===== config.mk =====
export PLATFORM = sky130hd
export DESIGN_NAME = proximity_unlock_qualifier
export DESIGN_NICKNAME = d
export VERILOG_FILES = /design/src/sv/upq_pkg.sv /design/src/sv/proximity_unlock_qualifier.sv /design/src/sv/upq_cfg_regs.sv /design/src/sv/upq_core.sv /design/src/sv/upq_out_buf.sv
export SDC_FILE = /design/constraint.sdc
export NUM_CORES = 1
export LEC_CHECK = 0
export BUFFER_PORTS_ARGS = -buffer_cell sky130_fd_sc_hd__buf_2
export CAP_MARGIN = 20
export CORE_ASPECT_RATIO = 0.6
export CORE_UTILIZATION = 30
export DETAILED_ROUTE_END_ITERATION = 8
export PLACE_DENSITY = 0.56
export SYNTH_ARGS = -nofsm -noshare
export SYNTH_HDL_FRONTEND = slang
export SYNTH_SLANG_ARGS = --single-unit

===== constraint.sdc =====
create_clock -name i_clk -period 6 [get_ports i_clk]
set_input_delay 0.3 -clock i_clk [delete_from_list [all_inputs] [get_ports i_clk]]
set_output_delay 0.3 -clock i_clk [all_outputs]
set_load 0.05 [all_outputs]

===== src/sv/upq_pkg.sv =====
package upq_pkg;

    typedef enum logic [1:0] {
        OP_SAMPLE = 2'd0,
        OP_TICK   = 2'd1,
        OP_MANUAL = 2'd2,
        OP_RESET  = 2'd3
    } t_opcode;

    typedef enum logic [1:0] {
        REG_UNLOCK_THR = 2'd0,
        REG_REARM_THR  = 2'd1,
        REG_REQ_HITS   = 2'd2,
        REG_PULSE      = 2'd3
    } t_reg_index;

    localparam logic [15:0] UNLOCK_THR_RESET = 16'd2000;
    localparam logic [15:0] REARM_THR_RESET  = 16'd3000;
    localparam logic [7:0]  REQ_HITS_RESET   = 8'd3;
    localparam logic [15:0] PULSE_RESET      = 16'd500;
    localparam logic [7:0]  HITS_MAX         = 8'hFF;

    typedef struct packed {
        logic [15:0] unlock_thr;
        logic [15:0] rearm_thr;
        logic [7:0]  req_hits;
        logic [15:0] pulse_ticks;
    } t_cfg;

endpackage


===== src/sv/proximity_unlock_qualifier.sv =====
// The core result is combinational and is registered into the output stage when its input beat is accepted.
// Throughput: one input beat per cycle while the output drains; the state update is a single compare and count step.
// A two-entry output stage keeps input accepted for one more beat while the output stalls.
// Reset is synchronous and active low: state clears and the registers return to defaults.
module proximity_unlock_qualifier #(
    parameter int DISTANCE_BITS = 16,
    parameter int TIMER_BITS    = 16
) (
    input  logic                     i_clk,
    input  logic                     i_rst_n,
    input  logic                     psel,
    input  logic                     penable,
    input  logic                     pwrite,
    input  logic [3:0]               paddr,
    input  logic [31:0]              pwdata,
    output logic [31:0]              prdata,
    output logic                     pready,
    input  logic                     i_in_valid,
    output logic                     o_in_ready,
    input  logic [1:0]               i_opcode,
    input  logic [DISTANCE_BITS-1:0] i_distance_mm,
    output logic                     o_out_valid,
    input  logic                     i_out_ready,
    output logic                     o_relay_on,
    output logic                     o_unlocked,
    output logic                     o_fired,
    output logic [7:0]               o_hit_count,
    output logic [DISTANCE_BITS-1:0] o_last_distance_mm
);
    import upq_pkg::*;

    localparam int RW = DISTANCE_BITS + 11;

    t_cfg                     w_cfg;
    logic                     w_accept;
    logic                     w_relay, w_unlocked, w_fired;
    logic [7:0]               w_hits;
    logic [DISTANCE_BITS-1:0] w_last;
    logic [RW-1:0]            w_res, w_res_out;

    upq_cfg_regs u_cfg (
        .i_clk   (i_clk),
        .i_rst_n (i_rst_n),
        .psel    (psel),
        .penable (penable),
        .pwrite  (pwrite),
        .paddr   (paddr),
        .pwdata  (pwdata),
        .prdata  (prdata),
        .pready  (pready),
        .o_cfg   (w_cfg)
    );

    assign w_accept = i_in_valid && o_in_ready;

    upq_core #(
        .DISTANCE_BITS (DISTANCE_BITS),
        .TIMER_BITS    (TIMER_BITS)
    ) u_core (
        .i_clk              (i_clk),
        .i_rst_n            (i_rst_n),
        .i_accept           (w_accept),
        .i_opcode           (i_opcode),
        .i_distance_mm      (i_distance_mm),
        .i_cfg              (w_cfg),
        .o_relay_on         (w_relay),
        .o_unlocked         (w_unlocked),
        .o_fired            (w_fired),
        .o_hit_count        (w_hits),
        .o_last_distance_mm (w_last)
    );

    assign w_res = {w_relay, w_unlocked, w_fired, w_hits, w_last};

    upq_out_buf #(
        .WIDTH (RW)
    ) u_out (
        .i_clk   (i_clk),
        .i_rst_n (i_rst_n),
        .i_push  (w_accept),
        .i_data  (w_res),
        .o_space (o_in_ready),
        .o_valid (o_out_valid),
        .i_ready (i_out_ready),
        .o_data  (w_res_out)
    );

    assign o_relay_on         = w_res_out[RW-1];
    assign o_unlocked         = w_res_out[RW-2];
    assign o_fired            = w_res_out[RW-3];
    assign o_hit_count        = w_res_out[DISTANCE_BITS+7:DISTANCE_BITS];
    assign o_last_distance_mm = w_res_out[DISTANCE_BITS-1:0];

endmodule


===== src/sv/upq_cfg_regs.sv =====
module upq_cfg_regs (
    input  logic           i_clk,
    input  logic           i_rst_n,
    input  logic           psel,
    input  logic           penable,
    input  logic           pwrite,
    input  logic [3:0]     paddr,
    input  logic [31:0]    pwdata,
    output logic [31:0]    prdata,
    output logic           pready,
    output upq_pkg::t_cfg  o_cfg
);
    import upq_pkg::*;

    t_cfg       r_cfg;
    t_reg_index w_index;
    logic       w_write;

    assign w_index = t_reg_index'(paddr[3:2]);
    assign w_write = psel && penable && pwrite;
    assign pready  = 1'b1;
    assign o_cfg   = r_cfg;

    always_ff @(posedge i_clk) begin
        if (!i_rst_n) begin
            r_cfg.unlock_thr  <= UNLOCK_THR_RESET;
            r_cfg.rearm_thr   <= REARM_THR_RESET;
            r_cfg.req_hits    <= REQ_HITS_RESET;
            r_cfg.pulse_ticks <= PULSE_RESET;
        end else if (w_write) begin
            unique case (w_index)
                REG_UNLOCK_THR: r_cfg.unlock_thr  <= pwdata[15:0];
                REG_REARM_THR:  r_cfg.rearm_thr   <= pwdata[15:0];
                REG_REQ_HITS:   r_cfg.req_hits    <= pwdata[7:0];
                REG_PULSE:      r_cfg.pulse_ticks <= pwdata[15:0];
                default: ;
            endcase
        end
    end

    always_comb begin
        unique case (w_index)
            REG_UNLOCK_THR: prdata = {16'd0, r_cfg.unlock_thr};
            REG_REARM_THR:  prdata = {16'd0, r_cfg.rearm_thr};
            REG_REQ_HITS:   prdata = {24'd0, r_cfg.req_hits};
            REG_PULSE:      prdata = {16'd0, r_cfg.pulse_ticks};
            default:        prdata = 32'd0;
        endcase
    end

endmodule


===== src/sv/upq_core.sv =====
module upq_core #(
    parameter int DISTANCE_BITS = 16,
    parameter int TIMER_BITS    = 16
) (
    input  logic                     i_clk,
    input  logic                     i_rst_n,
    input  logic                     i_accept,
    input  logic [1:0]               i_opcode,
    input  logic [DISTANCE_BITS-1:0] i_distance_mm,
    input  upq_pkg::t_cfg            i_cfg,
    output logic                     o_relay_on,
    output logic                     o_unlocked,
    output logic                     o_fired,
    output logic [7:0]               o_hit_count,
    output logic [DISTANCE_BITS-1:0] o_last_distance_mm
);
    import upq_pkg::*;

    localparam int CW = (DISTANCE_BITS > 16) ? DISTANCE_BITS : 16;

    logic [7:0]               r_close_hits, n_close_hits;
    logic                     r_latch, n_latch;
    logic                     r_relay, n_relay;
    logic [TIMER_BITS-1:0]    r_remaining, n_remaining;
    logic [DISTANCE_BITS-1:0] r_recent, n_recent;

    logic [CW-1:0] w_dist;
    logic [7:0]    w_hits_inc;
    logic          w_fired;

    assign w_dist     = CW'(i_distance_mm);
    assign w_hits_inc = (r_close_hits == HITS_MAX) ? HITS_MAX : r_close_hits + 8'd1;

    always_comb begin
        n_close_hits = r_close_hits;
        n_latch      = r_latch;
        n_relay      = r_relay;
        n_remaining  = r_remaining;
        n_recent     = r_recent;
        w_fired      = 1'b0;
        unique case (t_opcode'(i_opcode))
            OP_SAMPLE: begin
                n_recent = i_distance_mm;
                if (w_dist > CW'(i_cfg.rearm_thr)) begin
                    n_latch      = 1'b0;
                    n_close_hits = 8'd0;
                end else if (!r_latch) begin
                    if (w_dist <= CW'(i_cfg.unlock_thr)) begin
                        if (w_hits_inc >= i_cfg.req_hits) begin
                            n_relay      = 1'b1;
                            n_remaining  = TIMER_BITS'(i_cfg.pulse_ticks);
                            w_fired      = 1'b1;
                            n_latch      = 1'b1;
                            n_close_hits = 8'd0;
                        end else begin
                            n_close_hits = w_hits_inc;
                        end
                    end else begin
                        n_close_hits = 8'd0;
                    end
                end
            end
            OP_TICK: begin
                if (r_relay) begin
                    if (r_remaining <= TIMER_BITS'(1)) begin
                        n_remaining = '0;
                        n_relay     = 1'b0;
                    end else begin
                        n_remaining = r_remaining - TIMER_BITS'(1);
                    end
                end
            end
            OP_MANUAL: begin
                n_relay     = 1'b1;
                n_remaining = TIMER_BITS'(i_cfg.pulse_ticks);
                w_fired     = 1'b1;
                n_latch     = 1'b1;
            end
            OP_RESET: begin
                n_close_hits = 8'd0;
                n_latch      = 1'b0;
                n_recent     = '0;
                n_relay      = 1'b0;
                n_remaining  = '0;
            end
            default: ;
        endcase
    end

    always_ff @(posedge i_clk) begin
        if (!i_rst_n) begin
            r_close_hits <= 8'd0;
            r_latch      <= 1'b0;
            r_relay      <= 1'b0;
            r_remaining  <= '0;
            r_recent     <= '0;
        end else if (i_accept) begin
            r_close_hits <= n_close_hits;
            r_latch      <= n_latch;
            r_relay      <= n_relay;
            r_remaining  <= n_remaining;
            r_recent     <= n_recent;
        end
    end

    assign o_relay_on         = n_relay;
    assign o_unlocked         = n_latch;
    assign o_fired            = w_fired;
    assign o_hit_count        = n_close_hits;
    assign o_last_distance_mm = n_recent;

endmodule


===== src/sv/upq_out_buf.sv =====
module upq_out_buf #(
    parameter int WIDTH = 27
) (
    input  logic             i_clk,
    input  logic             i_rst_n,
    input  logic             i_push,
    input  logic [WIDTH-1:0] i_data,
    output logic             o_space,
    output logic             o_valid,
    input  logic             i_ready,
    output logic [WIDTH-1:0] o_data
);
    logic             r_out_valid, r_skid_valid;
    logic [WIDTH-1:0] r_out, r_skid;
    logic             w_pop;

    assign w_pop   = r_out_valid && i_ready;
    assign o_space = !r_skid_valid;
    assign o_valid = r_out_valid;
    assign o_data  = r_out;

    always_ff @(posedge i_clk) begin
        if (!i_rst_n) begin
            r_out_valid  <= 1'b0;
            r_skid_valid <= 1'b0;
        end else begin
            if (!r_out_valid || w_pop) begin
                r_out_valid  <= r_skid_valid || i_push;
                r_skid_valid <= r_skid_valid && i_push;
            end else if (i_push) begin
                r_skid_valid <= 1'b1;
            end
        end
    end

    always_ff @(posedge i_clk) begin
        if (!r_out_valid || w_pop) begin
            r_out <= r_skid_valid ? r_skid : i_data;
            if (r_skid_valid) begin
                r_skid <= i_data;
            end
        end else if (i_push) begin
            r_skid <= i_data;
        end
    end

endmodule

======== Word level (Yosys, flattened, before mapping) ========
Cells that the tools add are included.
word-level totals
  flip-flop bits (word level) ............. 154
  output and inout bits ................... 62
cells by class
  add/subtract/negate cells ............... 2
  order comparisons ....................... 4
  equal/unequal tests ..................... 13
  muxes and demuxes ....................... 36
  reduce and logical (&&, ||, !) cells .... 18
operators with widths
  operator               count
  $pmux 32 s4            1
  $mux 27                4
  $mux 16                6
  $pmux 16 s4            1
  $mux 8                 5
  $pmux 16 s2            1
  $gt 16x16->1           1
  $le 16x1->1 const B    1
  $le 16x16->1           1
  $pmux 8 s2             1
  $sub 16x1->16 const B  1
  $mux 1                 14
  $reduce_and 2->1       5
  $add 8x1->8 const B    1
  $eq 2x2->1 const B     4
  $eq 8x8->1 const B     1
  $ge 8x8->1             1
  $ne 2x1->1 const B     4
  $reduce_and 6->1       1
  $logic_and 1x1->1      5
  $eq 2x1->1 const B     2
  $logic_not 2->1        2
  $ne 2x2->1 const B     2
  $pmux 1 s4             1
  5 further kinds        7

======== Depth between registers and ports, before layout ========
Gate-level depths: netlist of run 1.
  depth after elaboration ................. 10
  gate-level depth with buffers ........... 13

======== By module ========
Synthesis of run 1 repeated with hierarchy kept, for this count alone.
unflattened totals
  cell total of the unflattened synthesis .. 840
  area, all modules ....................... 8,418.1 um^2
by module, submodules not included
  module                      instances  cells an instance  area each (um^2)
  upq_core                    1          466                3,621.0
  upq_cfg_regs                1          279                2,641.3
  upq_out_buf                 1          94                 2,149.6
  proximity_unlock_qualifier  1          1                  6.3

======== Worst setup path before layout of run 1 ========
No wires, ideal clock.
  path type ............................... register to register
  from .................................... register u_out.r_out_valid (netlist: u_out.o_valid)
  to ...................................... register u_out.r_skid[0] (enable)
  setup time .............................. 0.448 ns
  arrival ................................. 3.477 ns
  required time ........................... 5.552 ns
  setup slack ............................. 2.075 ns
  stages on the path, launching flop included .. 3
  path through ............................ dfxtp_1 -> nand2b_1 -> o21ai_0
on the way
  cells in the longest elaborated chain, start to end .. 4
RTL lines
  item                                                                     line                                  source
  start: declaration                                                       upq_out_buf.sv:13                     logic r_out_valid, r_skid_valid;
  start signal: assignment                                                 upq_out_buf.sv:28                     r_out_valid <= r_skid_valid || i_push;
  $logic_not 1->1 / $logic_and 1x1->1 (equally long branches)              upq_out_buf.sv:37, upq_out_buf.sv:17
  $logic_or 1x1->1 (*)                                                     upq_out_buf.sv:37                     if (!r_out_valid || w_pop) begin
  $ne 2x1->1 (no source line) / $reduce_bool 2->1 (equally long branches)  -
  $reduce_and 2->1 (no source line) (*)                                    -
  end signal: assignment                                                   upq_out_buf.sv:40                     r_skid <= i_data;
  end signal: assignment                                                   upq_out_buf.sv:43                     r_skid <= i_data;
  end: declaration                                                         upq_out_buf.sv:14                     logic [WIDTH-1:0] r_out, r_skid;
Every way passes the cells marked *; elsewhere a longest branch is shown, timed or not.
A chain may end at the register's enable or synchronous reset.

======== Worst setup path after layout of run 1 ========
  from .................................... register u_core.r_close_hits[2]
  to ...................................... register u_out.r_out[17] (netlist: u_out.o_data[17]), data pin
on the way
  cells in the longest elaborated chain, start to end .. 9
RTL lines
  item                                              line               source
  start: declaration                                upq_core.sv:21     logic [7:0] r_close_hits, n_close_hits;
  start signal: assignment                          upq_core.sv:98     r_close_hits <= n_close_hits;
  $add 8x1->8 / $eq 8x8->1 (equally long branches)  upq_core.sv:32     assign w_hits_inc = (r_close_hits == HITS_MAX) ? HITS_MAX : r_close_hits + 8'd1;
  $mux 8 (*)                                        upq_core.sv:32
  $ge 8x8->1                                        upq_core.sv:49     if (w_hits_inc >= i_cfg.req_hits) begin
  $mux 8 (*)                                        upq_core.sv:49
  $mux 8 (*)                                        upq_core.sv:48     if (w_dist <= CW'(i_cfg.unlock_thr)) begin
  $mux 8 (*)                                        upq_core.sv:47     end else if (!r_latch) begin
  $mux 8 (*)                                        upq_core.sv:44     if (w_dist > CW'(i_cfg.rearm_thr)) begin
  $pmux 8 s2 (*)                                    upq_core.sv:41     unique case (t_opcode'(i_opcode))
  $mux 27 (*)                                       upq_out_buf.sv:38  r_out <= r_skid_valid ? r_skid : i_data;
  end signal: assignment                            upq_out_buf.sv:38
  end: declaration                                  upq_out_buf.sv:14
Marks and branches as above.

==> results of run 1 <==
==> logic make-up (layout without fill, tap and decap cells) <==
group	count (synthesis)	count (layout)	synth area share [%]
AOI/OAI and AO/OA	217	217	17.8
xor gates and xnor gates	11	11	1.19
adders and majority gates	48	48	7.42
buffers and inverters	125	190	6.72
DFF	154	154	44.8
muxes	34	34	5.70
other	2	17	0.0928
and+or+nand+nor	300	300	16.3
==> worst register-to-register path, cell delays in order, from the launching register on <==
cell       delay (ns)
dfxtp_1          0.43
and3_1           0.23
and3_1           0.22
nand3_1          0.25
and2_1           0.26
ha_1             0.26
nand2b_1         0.17
a21o_1           0.18
a211oi_1         0.32
o211ai_1         0.19
a2111oi_4        0.82
nand2_1          0.21
a31oi_1          0.27
==> synthesized netlist by cell type (10+ instances only) <==
master / n
dfxtp_1: 100
inv_1: 58
a211oi_1: 24
a22o_1: 15
nand2_1: 148
nand3_1: 33
edfxtp_1: 54
o211ai_1: 15
a31oi_1: 10
ha_1: 48
mux2_2: 17
clkbuf_1: 40
buf_4: 17
nor3_1: 26
nor2_1: 55
o21ai_0: 44
a21oi_1: 73
==> path summary, 6_finish.rpt <==
kind                                  startpoint                      endpoint  slack, ns  cells past startpoint
max          u_core.r_close_hits[2]$_SDFFE_PN0P_    u_out.o_data[17]$_DFFE_PN_       2.03                     12
min                                   pwdata[15]  u_cfg.o_cfg[39]$_SDFFE_PN0P_       0.14                      3
max reg2reg  u_core.r_close_hits[2]$_SDFFE_PN0P_    u_out.o_data[17]$_DFFE_PN_       2.03                     12
min reg2reg         u_cfg.o_cfg[52]$_SDFFE_PN0P_  u_cfg.o_cfg[52]$_SDFFE_PN0P_       0.47                      2
==> where the power goes <==
part	total, mW	leakage (nW)	switching [mW]	internal, mW
Sequential	1.16	1.36	0.0282	1.13
Combinational	0.415	2.16	0.294	0.120
Clock	1.06	0.267	0.479	0.580
==> layout make-up <==
cell class                      count  area [µm²]  area share [%]
Sequential cell                   154        3620            38.6
Clock inverter                     14         138            1.47
Inverter                           60         225            2.40
Clock buffer                       18         429            4.57
Timing Repair Buffer               98         518            5.52
Multi-Input combinational cell    627        4000            42.6
Tap cell                          360         450            4.80
==> cell usage in the layout (no fill, tap or decap), types with 3 or more instances in the layout <==
cell / synthesis / layout
a31oi_1: 10 / 10
o211ai_1: 15 / 15
o31ai_1: 4 / 4
nor4_1: 6 / 6
mux2_2: 17 / 17
clkinvlp_4: 0 / 3
mux2i_1: 9 / 9
a21oi_1: 73 / 73
o21ai_0: 44 / 43
nor3_1: 26 / 25
a22o_1: 15 / 15
nand4_1: 4 / 4
a21o_1: 8 / 8
buf_2: 3 / 87
inv_6: 0 / 4
buf_4: 17 / 11
o32ai_1: 5 / 5
nand3_1: 33 / 33
clkbuf_16: 0 / 17
a211oi_1: 24 / 24
mux4_2: 8 / 8
xnor2_1: 8 / 8
nand2b_1: 6 / 6
clkinv_4: 0 / 4
conb_1: 2 / 17
nand2_1: 148 / 148
dfxtp_1: 100 / 100
nor2_1: 55 / 55
ha_1: 48 / 48
or4_1: 4 / 4
xor2_1: 3 / 3
inv_1: 58 / 58
edfxtp_1: 54 / 54
==> sequential cells by signal (all words and copies together) (netlist names) <==
register / count
u_cfg.o_cfg: 56
u_out.o_data: 27
u_out.r_skid: 27
u_core.r_recent: 16
u_core.r_remaining: 16
u_core.r_close_hits: 8
u_core.r_latch: 1
u_core.r_relay: 1
u_out.o_valid: 1
u_out.r_skid_valid: 1
==> per-stage QoR <==
step / setup slack (ns) / utilization (%) / cells / instance area [µm²]
4_1_cts: 2.07 / 35.4 / 1330 / 9380
2_1_floorplan: 2.07 / - / 906 / 8150
3_5_place_dp: 2.12 / 33.3 / 1298 / 8810
3_3_place_gp: 2.18 / 33.3 / 1298 / 8810
6_report: 2.03 / 35.4 / 1331 / 9390
5_1_grt: 1.60 / 35.4 / 1331 / 9390
==> layer usage <==
| metal | wire length, µm | vias to the layer above |
|---|---|---|
| li1 | - | 3273 |
| met1 | 12100 | 3209 |
| met3 | 1650 | 15 |
| met2 | 9690 | 231 |
| met4 | 168 | 0 |
| met5 | 0 | - |
==> metrics, run 1 <==
CP Cell Sequence=and3_1 > and3_1 > nand3_1 > and2_1 > ha_1 > nand2b_1 > a21o_1 > a211oi_1 > o211ai_1 > a2111oi_4 > nand2_1 > a31oi_1; clock slew seen by the registers of the worst setup and hold paths=0.07 ns; Num CTS Buffers=17; Core ar.=26500 µm²; crit end category=flop; total grt overflow=0; Crit-path slowest cell=a2111oi_4; pwr dens=281 nW/µm²; CP arrival=4.22 ns; synthesized cell area=8100 µm²; final wirelength=23600 µm; most used routing layer=met1; Main synth FF type=dfxtp_1; Hold Crit Class=input port to flop; CTS Root Cell=clkbuf_16; Final period util=66.2%; CTS tree=done; Worst Path Class, Setup=flop to flop; CP top delay family=compound AO/OA/AOI/OAI gates; Max Cap Violations=0; vias in the first global route=6066; Die Area=27700 µm²; Area growth syn-to-layout=15.9%; global placement routability congestion=0.909; RSZ-0062 raised after global routing=false; antenna-violating nets left=0; Final Power=2.63 mW; pin count of the biggest net entering global routing=79; worst-path fanout max=16; initial antenna violation count=0; CTS Buffer Depth=2; H-tree depth=4; Post-CTS Setup Bufs=0; Avg Cell Area, Syn=9.09 µm²; most used cell along the critical path=and3_1; Buffers on Ports=87; drt via density=5.05; Synth area leaders=dfxtp_1, edfxtp_1, ha_1; filler instances=2770; row count=46; GR Util met1=25.9%; Hold Slack=0.138 ns; EDFF count, synth=54; starting density of the core=30.6%; biggest area consumer among synthesized cells=dfxtp_1; routed via count=6728; # setup viols final=0; synth unique cells=59; post-DP HPWL=17100 µm; VDD IR-drop max=0.000140 V; Resize count post-CTS=0; CTS sink cnt=154; Data required, critical path=6.25 ns; status=finished clean; DR DRC count=0; Yosys reg bits=154; post-route minimum period=3.97 ns; Chip Height=129 µm; routed length per instance=17.8 µm; Slew headroom=32.9%; sequential cell area fraction in the yosys report=44.8%; FFs w/ async S/R, synth=0%; layout cells sized above 1=17.4%; Final #Nets=1067; Slew Limit Fails=0; clk_lat worst skew=0.43 ns; met3 usage=4.15%; Total Routing Usage GR=17.1%; antenna diode count=0; 1st-iter DRT viols=508; fmax=252 MHz; LEAKAGE=3.79 nW; worst path buffer plus inverter count=0; Synth top area share=24.7%; Syn. warnings=0; first-pass GRT wire length=36100 µm; Die Wd=214 µm; GRT met2 Usage=24.1%; Final Hold Vio Count=0; DRT Pass-1 Iters=5; I/O pin total=123; clock skew=0.0103 ns; setup TNS=0 ns; CP peak stage delay=0.81 ns; cts hold-fix bufs=0; Worst Tran Pin Value=1.00 ns; Startpoint Class=flop; Post-Synthesis Cells=891
(Power assumes the default switching activity.)
==> inputs of run 2 (changes only) <==
- PLACE_DENSITY: 0.56 -> 0.57
- clock period: 6 -> 3.5 ns (I/O delays scaled with it)
==> run 2 against run 1 <==
  * Core utilization up 0.48 points
  * Register-to-register slack got worse by 1.8 ns
  * Non-clock buffer count rose by 12
  * Global-route usage increased by 0.051 points
  * Design area is 1.4% higher
  * Total power up 74%
  * Wire length rose by 0.38%
  * Cell count up 0.90%
  * Sequential power up 72%
  * First-iteration DRC count up 17%
  * Worst setup slack worse by 1.8 ns
  * Clock-buffer cell count is 4 higher
==> metrics, run 2 (same netlist as run 1, synthesis figures left out) <==
Post-CTS Setup Bufs=0; Startpoint Class=flop; Crit-path slowest cell=dfxtp_1; clock skew=0.0130 ns; Worst Tran Pin Value=0.641 ns; Chip Height=129 µm; post-route minimum period=3.26 ns; Max Cap Violations=0; worst r2r src=u_core.r_close_hits[3]$_SDFFE_PN0P_; initial antenna violation count=0; CTS tree=done; flip-flop count of the largest register after layout=56; Data required, critical path=3.75 ns; LEAKAGE=3.87 nW; CP peak stage delay=0.39 ns; Hold Slack=0.0223 ns; Slew headroom=57.2%; Die Area=27700 µm²; pin count of the biggest net entering global routing=46; setup TNS=0 ns; CTS Root Cell=clkbuf_16; drt via density=5.02; CP Cell Sequence=and3_1 > and3_1 > nand3_1 > and2_1 > ha_1 > nand2b_1 > a21o_1 > a211oi_1 > o211ai_1 > a2111oi_4 > buf_4 > nand2_1 > a31oi_1; total grt overflow=0; fmax=306 MHz; worst hold stages=3; most frequent cells in the layout=nand2_1, dfxtp_1, buf_2; Hold Crit Class=input port to flop; hold path startpoint=pwdata[15]; clk_lat worst skew=0.43 ns; VDD IR-drop max=0.000193 V; Final period util=93.3%; CP arrival=3.52 ns; 1st-iter DRT viols=594; RSZ-0062 raised after global routing=false; vias in the first global route=6212; clock slew seen by the registers of the worst setup and hold paths=0.07 ns; Die Wd=214 µm; routed via count=6748; Final #Nets=1079; global placement routability congestion=0.873; pwr dens=481 nW/µm²; CTS Buffer Depth=2; Finished Core Util=35.9%; r2r endpoint=u_out.o_data[22]$_DFFE_PN_; Buffers on Ports=87; layout cells sized above 1=18.6%; DRT Pass-1 Iters=5; first-pass GRT wire length=36500 µm; Reg2Reg Depth=13; I/O pin total=123; R2R setup slack=0.24 ns; Core ar.=26500 µm²; worst-path fanout max=16; Final Hold Vio Count=0; Slew Limit Fails=0; Min-Delay Endpoint=u_cfg.o_cfg[55]$_SDFFE_PN0P_; H-tree depth=4; Num CTS Buffers=17; Area growth syn-to-layout=17.5%; Final Power=4.57 mW; Worst Path Class, Setup=flop to flop; commonest non-fill, non-tap cell in the layout=nand2_1; antenna-violating nets left=0; DR DRC count=0; # setup viols final=0; post-DP HPWL=17400 µm; most used cell along the critical path=and3_1; row count=46; status=finished clean; starting density of the core=30.6%; crit end category=flop; routed length per instance=17.7 µm; antenna diode count=0; CTS sink cnt=154; final wirelength=23700 µm; Total Routing Usage GR=17.2%
-- run 2: area by class of cell --
type	instances	area (µm²)
clock buffer	22	487
inverter	60	225
clock inverter	10	104
fill	2731	17000
timing repair buffer	110	621
tap	360	450
sequential	154	3620
multi-input combinational	627	4000
-- run 2: per-layer routing --
layer	global-route usage, %	vias to the layer above	wire, µm
li1	-	3294	-
met1	25.9	3248	12400
met2	24.1	193	9780
met3	4.51	13	1410
met4	3.45	0	171
met5	0	-	0
-- run 2: worst max-delay path by stage --
stage / slack (ns) / depth (start not counted) / from / end
floorplan: 0.31 / 2 / u_out.o_valid$_SDFFE_PN0N_ / u_out.r_skid[0]$_DFFE_PP_
detailed placement: 0.24 / 12 / u_core.r_close_hits[3]$_SDFFE_PN0P_ / u_core.r_remaining[10]$_SDFFE_PN0P_
finish: 0.24 / 13 / u_core.r_close_hits[3]$_SDFFE_PN0P_ / u_out.o_data[22]$_DFFE_PN_
global placement: 0.33 / 13 / u_core.r_close_hits[3]$_SDFFE_PN0P_ / u_out.o_data[22]$_DFFE_PN_
CTS: 0.23 / 12 / u_core.r_close_hits[3]$_SDFFE_PN0P_ / u_core.r_remaining[15]$_SDFFE_PN0P_
global route: 0.04 / 12 / u_core.r_close_hits[3]$_SDFFE_PN0P_ / u_core.r_remaining[4]$_SDFFE_PN0P_
-- run 2: power breakdown --
group	total (mW)	switching (mW)	leakage [nW]	internal (mW)
registers	1.99	0.0487	1.36	1.94
clock network	1.87	0.791	0.287	1.07
logic	0.717	0.506	2.22	0.211
total	4.57	1.35	3.87	3.23
-- run 2: through the flow --
stage	area [µm²]	setup slack (ns)	instances
after detailed placement	8910	0.239	1310
after global placement	8910	0.331	1309
after CTS	9500	0.230	1342
final	9510	0.235	1343
after global routing	9510	0.0355	1343
after floorplan	8150	0.307	906
-- run 2: worst max-delay path: cells and delay by family, from the launching register on --
kind / cells / cell delay [ns]
AO/OA/AOI/OAI: 5 / 1.23
flip-flops: 1 / 0.39
adder cells (fa/ha/maj): 1 / 0.26
AND/OR/NAND/NOR: 6 / 0.95
buffers and inverters: 1 / 0.26
-- run 2: repair_timing --
item                       CTS  global route
hold buffers                 0             0
gates resized for setup      0             1
setup endpoints to repair    0             4
